[src/hw/rtl/wkst_pkg.sv]
package wkst_pkg;

    // field widths
    localparam int YEAR_W  = 14;
    localparam int MONTH_W = 4;
    localparam int DAY_W   = 5;
    localparam int WD_W    = 3;
    // adjusted year: year plus one 400-year cycle
    localparam int YADJ_W  = YEAR_W + 1;
    // year divided by four
    localparam int Q4_W    = YADJ_W - 2;
    // year divided by 100 (at most 167)
    localparam int CENT_W  = 8;
    // weekday sum before reduction modulo 7
    localparam int SUM_W   = 15;

    // month codes
    localparam logic [MONTH_W-1:0] MONTH_JAN = 4'd1;
    localparam logic [MONTH_W-1:0] MONTH_MAR = 4'd3;
    localparam logic [MONTH_W-1:0] MONTH_OCT = 4'd10;
    localparam logic [MONTH_W-1:0] MONTH_DEC = 4'd12;

    localparam logic [DAY_W-1:0]  DAY_LAST    = 5'd31;
    localparam logic [YADJ_W-1:0] CYCLE_YEARS = 15'd400;

    // q4 / 25 as (q4 * 5243) >> 17, exact for every q4 below 2**13
    localparam logic [Q4_W-1:0]   DIV25_MUL   = 13'd5243;
    localparam int                DIV25_SHIFT = 17;

    // month offset plus day 31 for march 31 and october 31
    localparam logic [5:0] MAR31_BIAS = 6'd33;
    localparam logic [5:0] OCT31_BIAS = 6'd37;

    typedef struct packed {
        logic [YEAR_W-1:0]  calendar_year;
        logic [MONTH_W-1:0] month_number;
        logic [DAY_W-1:0]   day_of_month;
    } date_t;

    typedef struct packed {
        logic [WD_W-1:0] weekday;
        logic            summer_time;
        logic            date_invalid;
    } info_t;

    // after year adjust and table lookup
    typedef struct packed {
        logic [YADJ_W-1:0]  y_date;
        logic [YADJ_W-1:0]  y_full;
        logic [2:0]         offset;
        logic [MONTH_W-1:0] month;
        logic [DAY_W-1:0]   day;
        logic               invalid;
    } prep_t;

    // after century division
    typedef struct packed {
        logic [YADJ_W-1:0]  y_date;
        logic [YADJ_W-1:0]  y_full;
        logic [CENT_W-1:0]  c_date;
        logic [CENT_W-1:0]  c_full;
        logic [2:0]         offset;
        logic [MONTH_W-1:0] month;
        logic [DAY_W-1:0]   day;
        logic               invalid;
    } cent_t;

    // weekday sums before reduction
    typedef struct packed {
        logic [SUM_W-1:0]   sum_date;
        logic [SUM_W-1:0]   sum_mar;
        logic [SUM_W-1:0]   sum_oct;
        logic [MONTH_W-1:0] month;
        logic [DAY_W-1:0]   day;
        logic               invalid;
    } sum_t;

    // month offset table, january first
    function automatic logic [2:0] month_offset(input logic [MONTH_W-1:0] m);
        logic [2:0] r;
        case (m)
            4'd1:    r = 3'd0;
            4'd2:    r = 3'd3;
            4'd3:    r = 3'd2;
            4'd4:    r = 3'd5;
            4'd5:    r = 3'd0;
            4'd6:    r = 3'd3;
            4'd7:    r = 3'd5;
            4'd8:    r = 3'd1;
            4'd9:    r = 3'd4;
            4'd10:   r = 3'd6;
            4'd11:   r = 3'd2;
            4'd12:   r = 3'd4;
            default: r = 3'd0;
        endcase
        return r;
    endfunction

    // modulo 7 by folding octal digits, since 8 is 1 modulo 7
    function automatic logic [WD_W-1:0] mod7(input logic [SUM_W-1:0] a);
        logic [5:0] d;
        logic [3:0] e;
        d = 6'(a[2:0]) + 6'(a[5:3]) + 6'(a[8:6]) + 6'(a[11:9]) + 6'(a[14:12]);
        e = 4'(d[2:0]) + 4'(d[5:3]);
        if (e >= 4'd7)
        begin
            e = e - 4'd7;
        end
        return e[WD_W-1:0];
    endfunction

endpackage

[src/hw/rtl/wkst_prep.sv]
module wkst_prep (
    input  logic             clk,
    input  logic             rst_n,
    input  logic             en,
    input  logic             valid,
    input  wkst_pkg::date_t  date,
    output logic             prep_valid,
    output wkst_pkg::prep_t  prep
);

    logic            valid_reg;
    wkst_pkg::prep_t data_reg;
    wkst_pkg::prep_t data_next;

    // year adjust, month table and range check
    always_comb
    begin
        data_next.y_full  = wkst_pkg::YADJ_W'(date.calendar_year) + wkst_pkg::CYCLE_YEARS;
        data_next.y_date  = data_next.y_full
                          - wkst_pkg::YADJ_W'(date.month_number < wkst_pkg::MONTH_MAR);
        data_next.offset  = wkst_pkg::month_offset(date.month_number);
        data_next.month   = date.month_number;
        data_next.day     = date.day_of_month;
        data_next.invalid = (date.month_number < wkst_pkg::MONTH_JAN)
                         || (date.month_number > wkst_pkg::MONTH_DEC)
                         || (date.day_of_month == '0);
    end

    // stage valid
    always_ff @(posedge clk or negedge rst_n)
    begin
        if (!rst_n)
        begin
            valid_reg <= 1'b0;
        end
        else if (en)
        begin
            valid_reg <= valid;
        end
    end

    // stage data
    always_ff @(posedge clk)
    begin
        if (en)
        begin
            data_reg <= data_next;
        end
    end

    assign prep_valid = valid_reg;
    assign prep       = data_reg;

endmodule

[src/hw/rtl/wkst_century.sv]
module wkst_century (
    input  logic             clk,
    input  logic             rst_n,
    input  logic             en,
    input  logic             valid,
    input  wkst_pkg::prep_t  prep,
    output logic             cent_valid,
    output wkst_pkg::cent_t  cent
);

    logic                             valid_reg;
    wkst_pkg::cent_t                  data_reg;
    wkst_pkg::cent_t                  data_next;
    logic [2*wkst_pkg::Q4_W-1:0]      prod_date;
    logic [2*wkst_pkg::Q4_W-1:0]      prod_full;

    // year / 100 as (year / 4) / 25 by reciprocal multiply
    always_comb
    begin
        prod_date = (2*wkst_pkg::Q4_W)'(prep.y_date[wkst_pkg::YADJ_W-1:2])
                  * (2*wkst_pkg::Q4_W)'(wkst_pkg::DIV25_MUL);
        prod_full = (2*wkst_pkg::Q4_W)'(prep.y_full[wkst_pkg::YADJ_W-1:2])
                  * (2*wkst_pkg::Q4_W)'(wkst_pkg::DIV25_MUL);
        data_next.y_date  = prep.y_date;
        data_next.y_full  = prep.y_full;
        data_next.c_date  = prod_date[wkst_pkg::DIV25_SHIFT +: wkst_pkg::CENT_W];
        data_next.c_full  = prod_full[wkst_pkg::DIV25_SHIFT +: wkst_pkg::CENT_W];
        data_next.offset  = prep.offset;
        data_next.month   = prep.month;
        data_next.day     = prep.day;
        data_next.invalid = prep.invalid;
    end

    // stage valid
    always_ff @(posedge clk or negedge rst_n)
    begin
        if (!rst_n)
        begin
            valid_reg <= 1'b0;
        end
        else if (en)
        begin
            valid_reg <= valid;
        end
    end

    // stage data
    always_ff @(posedge clk)
    begin
        if (en)
        begin
            data_reg <= data_next;
        end
    end

    assign cent_valid = valid_reg;
    assign cent       = data_reg;

endmodule

[src/hw/rtl/wkst_sum.sv]
module wkst_sum (
    input  logic             clk,
    input  logic             rst_n,
    input  logic             en,
    input  logic             valid,
    input  wkst_pkg::cent_t  cent,
    output logic             sum_valid,
    output wkst_pkg::sum_t   sum
);

    logic                      valid_reg;
    wkst_pkg::sum_t            data_reg;
    wkst_pkg::sum_t            data_next;
    logic [wkst_pkg::SUM_W:0]  base_date;
    logic [wkst_pkg::SUM_W:0]  base_full;

    // y + y/4 - y/100 + y/400, then month offset and day, or the march 31 and october 31 bias
    always_comb
    begin
        base_date = (wkst_pkg::SUM_W+1)'(cent.y_date)
                  + (wkst_pkg::SUM_W+1)'(cent.y_date[wkst_pkg::YADJ_W-1:2])
                  - (wkst_pkg::SUM_W+1)'(cent.c_date)
                  + (wkst_pkg::SUM_W+1)'(cent.c_date[wkst_pkg::CENT_W-1:2]);
        base_full = (wkst_pkg::SUM_W+1)'(cent.y_full)
                  + (wkst_pkg::SUM_W+1)'(cent.y_full[wkst_pkg::YADJ_W-1:2])
                  - (wkst_pkg::SUM_W+1)'(cent.c_full)
                  + (wkst_pkg::SUM_W+1)'(cent.c_full[wkst_pkg::CENT_W-1:2]);
        data_next.sum_date = wkst_pkg::SUM_W'(base_date + (wkst_pkg::SUM_W+1)'(cent.offset)
                                              + (wkst_pkg::SUM_W+1)'(cent.day));
        data_next.sum_mar  = wkst_pkg::SUM_W'(base_full
                                              + (wkst_pkg::SUM_W+1)'(wkst_pkg::MAR31_BIAS));
        data_next.sum_oct  = wkst_pkg::SUM_W'(base_full
                                              + (wkst_pkg::SUM_W+1)'(wkst_pkg::OCT31_BIAS));
        data_next.month    = cent.month;
        data_next.day      = cent.day;
        data_next.invalid  = cent.invalid;
    end

    // stage valid
    always_ff @(posedge clk or negedge rst_n)
    begin
        if (!rst_n)
        begin
            valid_reg <= 1'b0;
        end
        else if (en)
        begin
            valid_reg <= valid;
        end
    end

    // stage data
    always_ff @(posedge clk)
    begin
        if (en)
        begin
            data_reg <= data_next;
        end
    end

    assign sum_valid = valid_reg;
    assign sum       = data_reg;

endmodule

[src/hw/rtl/wkst_finish.sv]
module wkst_finish (
    input  logic             clk,
    input  logic             rst_n,
    input  logic             en,
    input  logic             valid,
    input  wkst_pkg::sum_t   sum,
    output logic             info_valid,
    output wkst_pkg::info_t  info
);

    logic                          valid_reg;
    wkst_pkg::info_t               data_reg;
    wkst_pkg::info_t               data_next;
    logic [wkst_pkg::WD_W-1:0]     wd_date;
    logic [wkst_pkg::WD_W-1:0]     wd_mar;
    logic [wkst_pkg::WD_W-1:0]     wd_oct;
    logic [wkst_pkg::DAY_W-1:0]    dst_begin;
    logic [wkst_pkg::DAY_W-1:0]    dst_end;
    logic                          summer;

    // reduce sums, find last sundays, decide summer time
    always_comb
    begin
        wd_date   = wkst_pkg::mod7(sum.sum_date);
        wd_mar    = wkst_pkg::mod7(sum.sum_mar);
        wd_oct    = wkst_pkg::mod7(sum.sum_oct);
        dst_begin = wkst_pkg::DAY_LAST - wkst_pkg::DAY_W'(wd_mar);
        dst_end   = wkst_pkg::DAY_LAST - wkst_pkg::DAY_W'(wd_oct);
        summer    = ((sum.month > wkst_pkg::MONTH_MAR) && (sum.month < wkst_pkg::MONTH_OCT))
                 || ((sum.month == wkst_pkg::MONTH_MAR) && (sum.day >= dst_begin))
                 || ((sum.month == wkst_pkg::MONTH_OCT) && (sum.day < dst_end));
        if (sum.invalid)
        begin
            data_next.weekday     = '0;
            data_next.summer_time = 1'b0;
        end
        else
        begin
            data_next.weekday     = wd_date;
            data_next.summer_time = summer;
        end
        data_next.date_invalid = sum.invalid;
    end

    // output valid
    always_ff @(posedge clk or negedge rst_n)
    begin
        if (!rst_n)
        begin
            valid_reg <= 1'b0;
        end
        else if (en)
        begin
            valid_reg <= valid;
        end
    end

    // output data
    always_ff @(posedge clk)
    begin
        if (en)
        begin
            data_reg <= data_next;
        end
    end

    assign info_valid = valid_reg;
    assign info       = data_reg;

endmodule

[src/hw/rtl/weekday_and_eu_summer_time_unit.sv]
// channel   direction  handshake                 payload
// date      in         date_valid / date_stall   date (year, month, day)
// info      out        info_valid / info_stall   info (weekday, summer time, invalid)
//
// four register stages: year adjust, century multiply, sums, modulo 7 and summer test
// a date passes each stage register in turn; one date per cycle while info_stall is low
// each stage loads when it is empty or the stage after it moves, so bubbles close up
// a stall on info holds the output register and backs up only as far as stages are full
// reset clears the stage valid bits only

module weekday_and_eu_summer_time_unit (
    input  logic             clk,
    input  logic             rst_n,
    input  logic             date_valid,
    output logic             date_stall,
    input  wkst_pkg::date_t  date,
    output logic             info_valid,
    input  logic             info_stall,
    output wkst_pkg::info_t  info
);

    logic            v1;
    logic            v2;
    logic            v3;
    logic            en1;
    logic            en2;
    logic            en3;
    logic            en4;
    wkst_pkg::prep_t prep;
    wkst_pkg::cent_t cent;
    wkst_pkg::sum_t  sum;

    // stage enables, from the output back
    assign en4 = !info_valid || !info_stall;
    assign en3 = !v3 || en4;
    assign en2 = !v2 || en3;
    assign en1 = !v1 || en2;
    assign date_stall = !en1;

    wkst_prep u_prep (
        .clk        (clk),
        .rst_n      (rst_n),
        .en         (en1),
        .valid      (date_valid),
        .date       (date),
        .prep_valid (v1),
        .prep       (prep)
    );

    wkst_century u_century (
        .clk        (clk),
        .rst_n      (rst_n),
        .en         (en2),
        .valid      (v1),
        .prep       (prep),
        .cent_valid (v2),
        .cent       (cent)
    );

    wkst_sum u_sum (
        .clk        (clk),
        .rst_n      (rst_n),
        .en         (en3),
        .valid      (v2),
        .cent       (cent),
        .sum_valid  (v3),
        .sum        (sum)
    );

    wkst_finish u_finish (
        .clk        (clk),
        .rst_n      (rst_n),
        .en         (en4),
        .valid      (v3),
        .sum        (sum),
        .info_valid (info_valid),
        .info       (info)
    );

    // an empty first stage never stalls the input
    a_no_stall_when_empty: assert property (@(posedge clk) disable iff (!rst_n)
        !v1 |-> !date_stall)
        else $error("input stalled with empty first stage");

    // invalid dates give cleared result fields
    a_invalid_cleared: assert property (@(posedge clk) disable iff (!rst_n)
        (info_valid && info.date_invalid) |-> (info.weekday == '0 && !info.summer_time))
        else $error("invalid date with nonzero result");

    // weekday is always a real day
    a_weekday_range: assert property (@(posedge clk) disable iff (!rst_n)
        info_valid |-> (info.weekday != 3'd7))
        else $error("weekday out of range");

    // a date taken while info_stall stays low shows up as a valid result
    a_latency: assert property (@(posedge clk) disable iff (!rst_n)
        (date_valid && !date_stall && !info_stall) ##1 !info_stall ##1 !info_stall
            ##1 !info_stall |=> info_valid)
        else $error("result missing after four cycles");

endmodule
[config.mk]
export PLATFORM = sky130hd
export DESIGN_NAME = weekday_and_eu_summer_time_unit
export DESIGN_NICKNAME = d
export VERILOG_FILES = /design/src/hw/rtl/wkst_pkg.sv /design/src/hw/rtl/wkst_prep.sv /design/src/hw/rtl/wkst_century.sv /design/src/hw/rtl/wkst_sum.sv /design/src/hw/rtl/wkst_finish.sv /design/src/hw/rtl/weekday_and_eu_summer_time_unit.sv
export SDC_FILE = /design/constraint.sdc
export NUM_CORES = 1
export LEC_CHECK = 0
export BUFFER_PORTS_ARGS = -buffer_cell sky130_fd_sc_hd__buf_2
export CORE_MARGIN = 8
export CORE_UTILIZATION = 50
export CTS_CLUSTER_DIAMETER = 80
export CTS_CLUSTER_SIZE = 12
export DETAILED_ROUTE_END_ITERATION = 6
export PLACE_DENSITY = 0.66
export SLEW_MARGIN = 20
export SYNTH_ARGS = -nofsm -noshare
export SYNTH_HDL_FRONTEND = slang
export SYNTH_SLANG_ARGS = --single-unit
[constraint.sdc]
create_clock -name clk -period 11.9 [get_ports clk]
set_input_delay 1.19 -clock clk [delete_from_list [all_inputs] [get_ports clk]]
set_output_delay 1.19 -clock clk [all_outputs]
set_load 0.05 [all_outputs]
==> impl_metrics.py, run 1 <==
metrics = {
    "setup_path": {
        "required_ns": 12.10,
        "cp_max_fo": 3,
        "cp_top_family": "adder cells",
        "cp.depth": 20,
        "worstPathArrival_ns": 5.94,
        "path_buf_inv": 2,
        "r2r.worst_path.cells": 20,
        "path_cells": "ha_1 > fa_1 > fa_1 > inv_1 > fa_1 > inv_1 > ha_1 > fa_1 > xor2_1 > ha_1 > fa_1 > ha_1 > a221oi_1 > mux2_2 > ha_1 > o21ai_0 > a21oi_1 > o21ai_0 > nand3b_1 > a21oi_1",
        "crit_path_max_incr_delay_ns": 0.51,
        "crit_type": "register to register",
        "critPathSlowestCell": "fa_1",
        "cp-start-kind": "register",
        "crit_path_end_kind": "register",
    },
    "worst_hold_path": {
        "whs_path_depth": 0,
        "holdCritPathClass": "register to register",
    },
    "synthesis": {
        "synth_edf_count": 160,
        "syn_nets": 1965,
        "netlist_instances": 1474,
        "ys_types": 57,
        "synth_ff_type": "edfxtp_1",
        "synth_fa_ha_area_share_pct": 43.2,
        "synth_xor_area_share_pct": 5.44,
        "synth_simple_gate_area_share_pct": 5.57,
        "synth_top_area_share_pct": 29.3,
        "synth_area_leaders": "edfxtp_1 (29%), ha_1 (22%), fa_1 (21%)",
        "syn_area_sq_um": 16400,
        "yosysTopAreaCell": "edfxtp_1",
        "ys_async_sr_fraction_pct": 2.44,
        "yosysSeqAreaShare_pct": 29.9,
        "yosysWarnings": 0,
        "postSynthAreaPerCell_sq_um": 11.1,
        "synth_mux_area_share_pct": 0.374,
        "ys_seq_elements": 164,
        "synth_top_family_by_area": "adder cells",
        "synth_compound_area_share_pct": 6.49,
    },
    "global_routing": {
        "grt_remaining_overflow": 0,
        "grt_pass1_wl_um": 50200,
        "grt_max_degree": 61,
        "grt_antenna_before_repair": 0,
        "grt_pass1_vias": 10469,
        "grt_use_total_pct": 16.0,
    },
    "detailed_routing": {
        "ant_nets": 0,
        "drcViolationCount": 0,
        "routed_via_density": 4.97,
        "vias": 9845,
        "first_pass_iters": 4,
        "wl_um": 28600,
        "detail_route.iter0.violations": 386,
        "post_drt_wl_per_cell_um": 14.4,
    },
    "layout": {
        "drive_above_1_share_pct": 5.59,
        "mostFrequentLayoutCell": "inv_1",
        "utilization_pct": 54.7,
        "fillCellCount": 2796,
        "layout_common_cells": "inv_1 (389), ha_1 (292), fa_1 (172)",
        "fin_area_sq_um": 17800,
        "register_area_sq_um": 4900,
        "syn_to_final_growth_pct": 8.25,
        "fin_nets": 2016,
        "multi_input_area_sq_um": 10000,
        "diodes": 0,
    },
    "status": {
        "status": "complete, no violations",
    },
    "floorplan": {
        "io_pins": 34,
        "die_w_um": 197,
        "die_area_sq_um": 38900,
        "core_region_area_sq_um": 32500,
        "rows": 66,
        "die_y_um": 197,
        "floorplan.initialDensity_pct": 50.6,
    },
    "clock_network": {
        "cts_setup_buffers": 0,
        "root_buffer": "clkbuf_16",
        "path_clk_slew_ns": 0.08,
        "htreeDepth": 4,
        "cts_tree": "yes",
        "cts.sinks": 164,
        "cts_hold_buf": 0,
        "cts_inserted_buffers": 17,
        "postCtsResizedCells": 0,
        "clock_latency_ns": 0.45,
        "clk_path_buf_depth": 2,
    },
    "timing": {
        "setup_viol": 0,
        "fin_ws_ns": 6.17,
        "rsz0062_at_grt": "no",
        "max_freq_mhz": 174,
        "period_share_pct": 48.2,
        "worst_pin_slew_ns": 0.887,
        "maxSlewViolCount": 0,
        "fin_skew_ns": 0.0150,
        "hold_viol_final": 0,
        "final.setup.tns_ns": 0,
        "slew_headroom_pct": 40.8,
        "fin_crit_ns": 5.73,
    },
    "placed_design": {
        "place_area_sq_um": 17100,
        "dp_hpwl_um": 24000,
        "port_buffers": 33,
        "place.gp.congestion": 0.844,
        "place_ws_ns": 6.22,
    },
    "run": {
        "cap_violations": 0,
    },
}
==> metal layers <==
| metal | track usage [%] | wire length, um | up-vias |
|---|---|---|---|
| met5 | 0 | 0 | - |
| met4 | 3.87 | 337 | 0 |
| met3 | 2.44 | 818 | 28 |
| met2 | 27.3 | 14000 | 111 |
| met1 | 21.2 | 13400 | 4775 |
| li1 | - | - | 4931 |
==> cells in the mapped netlist, types with 10 or more instances <==
cell type,count
nand2b_1,10
inv_1,390
xor2_1,34
nor2b_1,10
o21bai_1,10
edfxtp_1,160
xnor2_1,68
nand2_1,38
a21oi_1,52
o21ai_0,32
ha_1,292
fa_1,172
nand3_1,16
a21o_1,25
nor2_1,47
nor3_1,18
==> kinds of logic after synthesis <==
family,after synthesis
fa+ha+maj,464
mux,6
xor+xnor,102
compound gates,164
buf+inv,393
flops,164
simple gates,181
==> flip-flops by register name, indices dropped and copies added, names as in the netlist <==
| register | flops |
|---|---|
| u_sum.sum_valid | 1 |
| u_century.cent_valid | 1 |
| u_prep.prep | 43 |
| u_prep.prep_valid | 1 |
| u_sum.sum | 53 |
| u_century.cent | 59 |
| u_finish.info | 5 |
| u_finish.info_valid | 1 |
==> through the flow <==
stage          std cells  hold slack [ns]
2_1_floorplan       1474            0.400
3_5_place_dp        1948            0.405
6_report            1980            0.417
5_1_grt             1980            0.416
3_3_place_gp        1948            0.401
4_1_cts             1980            0.416
==> area by class of cell <==
| cell class | instances | share of cell area [%] |
|---|---|---|
| well taps | 442 | 3.11 |
| clock inverters | 15 | 1.12 |
| clock buffers | 17 | 2.39 |
| inverters | 390 | 8.25 |
| multi-input cells | 917 | 56.5 |
| repair buffers | 35 | 1.01 |
| flip-flops and latches | 164 | 27.6 |
==> final timing paths <==
kind,start,end,slack [ns]
worst max-delay path,u_sum.sum[10],u_finish.info[1],6.17
worst min-delay path,u_century.cent[6],u_sum.sum[6],0.42
worst max register to register,u_sum.sum[10],u_finish.info[1],6.17
worst min register to register,u_century.cent[6],u_sum.sum[6],0.42
max in group asynchronous,rst_n,u_prep.prep_valid,11.26
min in group asynchronous,rst_n,u_sum.sum_valid,0.52
Power of run 1 is not shown: default switching activity piles up to over one toggle a cycle in this logic, so the estimate is an artifact.
==> run 2: changes to the inputs <==
- PLACE_DENSITY: 0.66 -> 0.68
- clock period: 11.9 -> 5.2 ns (I/O delays scaled with it)
==> run 2 against run 1 <==
The flow now finishes with violations (negative setup slack); largest cell class unchanged; die area unchanged; non-clock buffer count increased by 41; critical endpoint unchanged; critical path depth increased by 1; clock skew decreased by 0.0044 ns; sequential cell count unchanged; register-to-register slack got worse by 6.4 ns; routed wire length increased by 1.0%; worst hold slack got worse by 0.14 ns; highest routed layer unchanged; core utilization increased by 1.2 points; fmax increased by 5.5%; cell area increased by 2.2%; sequential share of layout area decreased by 0.61 points.
==> impl_metrics.py, run 2 (synthesis results as in run 1) <==
metrics = {
    "status": {
        "status": "complete, but fails checks",
        "violations": "negative setup slack",
    },
    "setup_path": {
        "crit_path_end_kind": "register",
        "critPathSlowestCell": "fa_1",
        "crit_path_max_incr_delay_ns": 0.51,
        "worstPathArrival_ns": 5.61,
        "required_ns": 5.38,
        "cp_max_fo": 2,
        "crit_path_frequent_cell": "fa_1",
        "cp-start-kind": "register",
        "path_buf_inv": 4,
        "cp_top_family": "adder cells",
        "crit_type": "register to register",
        "path_cells": "buf_4 > buf_4 > fa_1 > fa_1 > inv_1 > fa_1 > inv_1 > ha_2 > fa_2 > xor2_1 > ha_2 > fa_1 > ha_2 > a221oi_2 > mux2_4 > ha_4 > o21ai_2 > a21oi_1 > o21ai_1 > nand3b_1 > a21oi_1",
    },
    "timing": {
        "hold_viol_final": 0,
        "maxSlewViolCount": 0,
        "fin_hold_ws_ns": 0.276,
        "worst_pin_slew_ns": 1.05,
        "setup_viol": 1,
        "fin_crit_ns": 5.43,
        "period_share_pct": 104,
        "fin_ws_ns": -0.233,
        "max_freq_mhz": 184,
        "slew_headroom_pct": 30.1,
        "rsz0062_at_grt": "yes",
        "fin_skew_ns": 0.0107,
    },
    "layout": {
        "layoutNonFillerInstCount": 2022,
        "utilization_pct": 56.0,
        "fillCellCount": 2668,
        "mostFrequentLayoutCell": "inv_1",
        "layout_common_cells": "inv_1 (386), ha_1 (283), fa_1 (169)",
        "largest_reg_flops": 59,
        "fin_nets": 2057,
        "drive_above_1_share_pct": 9.88,
        "syn_to_final_growth_pct": 10.7,
    },
    "global_routing": {
        "grt_max_degree": 55,
        "grt_pass1_wl_um": 49800,
        "grt_antenna_before_repair": 0,
        "grt_pass1_vias": 10535,
        "grt_use_total_pct": 15.9,
        "grt_remaining_overflow": 0,
    },
    "worst_hold_path": {
        "holdCritPathClass": "input pin to register",
    },
    "clock_network": {
        "htreeDepth": 4,
        "root_buffer": "clkbuf_16",
        "cts.sinks": 164,
        "cts_tree": "yes",
        "clock_latency_ns": 0.44,
        "clk_path_buf_depth": 2,
        "path_clk_slew_ns": 0.07,
        "cts_inserted_buffers": 17,
    },
    "placed_design": {
        "place.gp.congestion": 0.844,
        "port_buffers": 33,
        "place_inst": 1979,
        "dp_hpwl_um": 24600,
    },
    "floorplan": {
        "die_y_um": 197,
        "floorplan.initialDensity_pct": 50.6,
        "die_area_sq_um": 38900,
        "die_w_um": 197,
        "core_region_area_sq_um": 32500,
        "io_pins": 34,
        "rows": 66,
    },
    "detailed_routing": {
        "detail_route.iter0.violations": 311,
        "ant_nets": 0,
        "vias": 9933,
        "first_pass_iters": 5,
        "wl_um": 28900,
        "routed_via_density": 4.91,
        "post_drt_wl_per_cell_um": 14.3,
        "drcViolationCount": 0,
    },
    "run": {
        "cap_violations": 0,
    },
}
## run 2: cell count changes in the layout (fill, tap and decap cells not counted), moves of 3 or more
cell,change
fa_1,-3
ha_1,-9
buf_4,+40
fa_2,+3
o21ai_1,+3
inv_1,-3
inv_2,+4
ha_2,+8
o21ai_0,-5
## run 2: layout make-up
type / count / area, sq um / area share, %
Timing Repair Buffer: 76 / 490 / 2.70
Antenna cell: 1 / 2.50 / 0.0138
Clock inverter: 15 / 164 / 0.902
Tap cell: 442 / 553 / 3.04
Sequential cell: 164 / 4900 / 27.0
Multi-Input combinational cell: 917 / 10200 / 55.9
Inverter: 390 / 1460 / 8.06
Clock buffer: 17 / 425 / 2.34
## run 2: worst paths after layout
check                               startpoint  cells after the start              endpoint  slack [ns]
worst min register to register  u_prep.prep[8]                      0     u_century.cent[8]        0.42
min in group asynchronous                rst_n                      2  u_century.cent_valid        0.42
worst max register to register   u_sum.sum[11]                     21      u_finish.info[1]       -0.23
max in group asynchronous                rst_n                      2     u_prep.prep_valid        4.67
worst max-delay path             u_sum.sum[11]                     21      u_finish.info[1]       -0.23
worst min-delay path                   date[0]                      1        u_prep.prep[1]        0.28
## run 2: repair_timing
action	in CTS	in global routing
hold buffers	1	0
pin swaps	23	8
buffers inserted	4	5
setup endpoints to repair	1	7
endpoints found under the hold margin	4	0
gates resized for setup	11	18
## run 2: worst reg2reg max path, delay by kind of cell (launching register included)
kind / cells / cell delay (ns)
buf+inv: 4 / 0.37
flops: 1 / 0.39
compound gates: 5 / 0.63
simple gates: 1 / 0.08
mux: 1 / 0.35
xor+xnor: 1 / 0.16
fa+ha+maj: 9 / 3.20
## run 2: routing by layer
| metal | GRT usage, % | vias up | routed length, um |
|---|---|---|---|
| met3 | 2.18 | 31 | 917 |
| met4 | 4.32 | 0 | 440 |
| li1 | - | 4994 | - |
| met2 | 27.2 | 123 | 14000 |
| met1 | 20.9 | 4785 | 13500 |
| met5 | 0 | - | 0 |
## run 2: stage by stage
step / setup TNS [ns] / worst slack, ns / instance area (sq um)
6_report: -0.233 / -0.233 / 18200
3_3_place_gp: -0.191 / -0.191 / 17400
4_1_cts: -0.210 / -0.210 / 18100
2_1_floorplan: -0.0441 / -0.0441 / 16400
3_5_place_dp: -0.333 / -0.333 / 17400
5_1_grt: -0.508 / -0.508 / 18200
Power of run 2 is left out for the same reason.
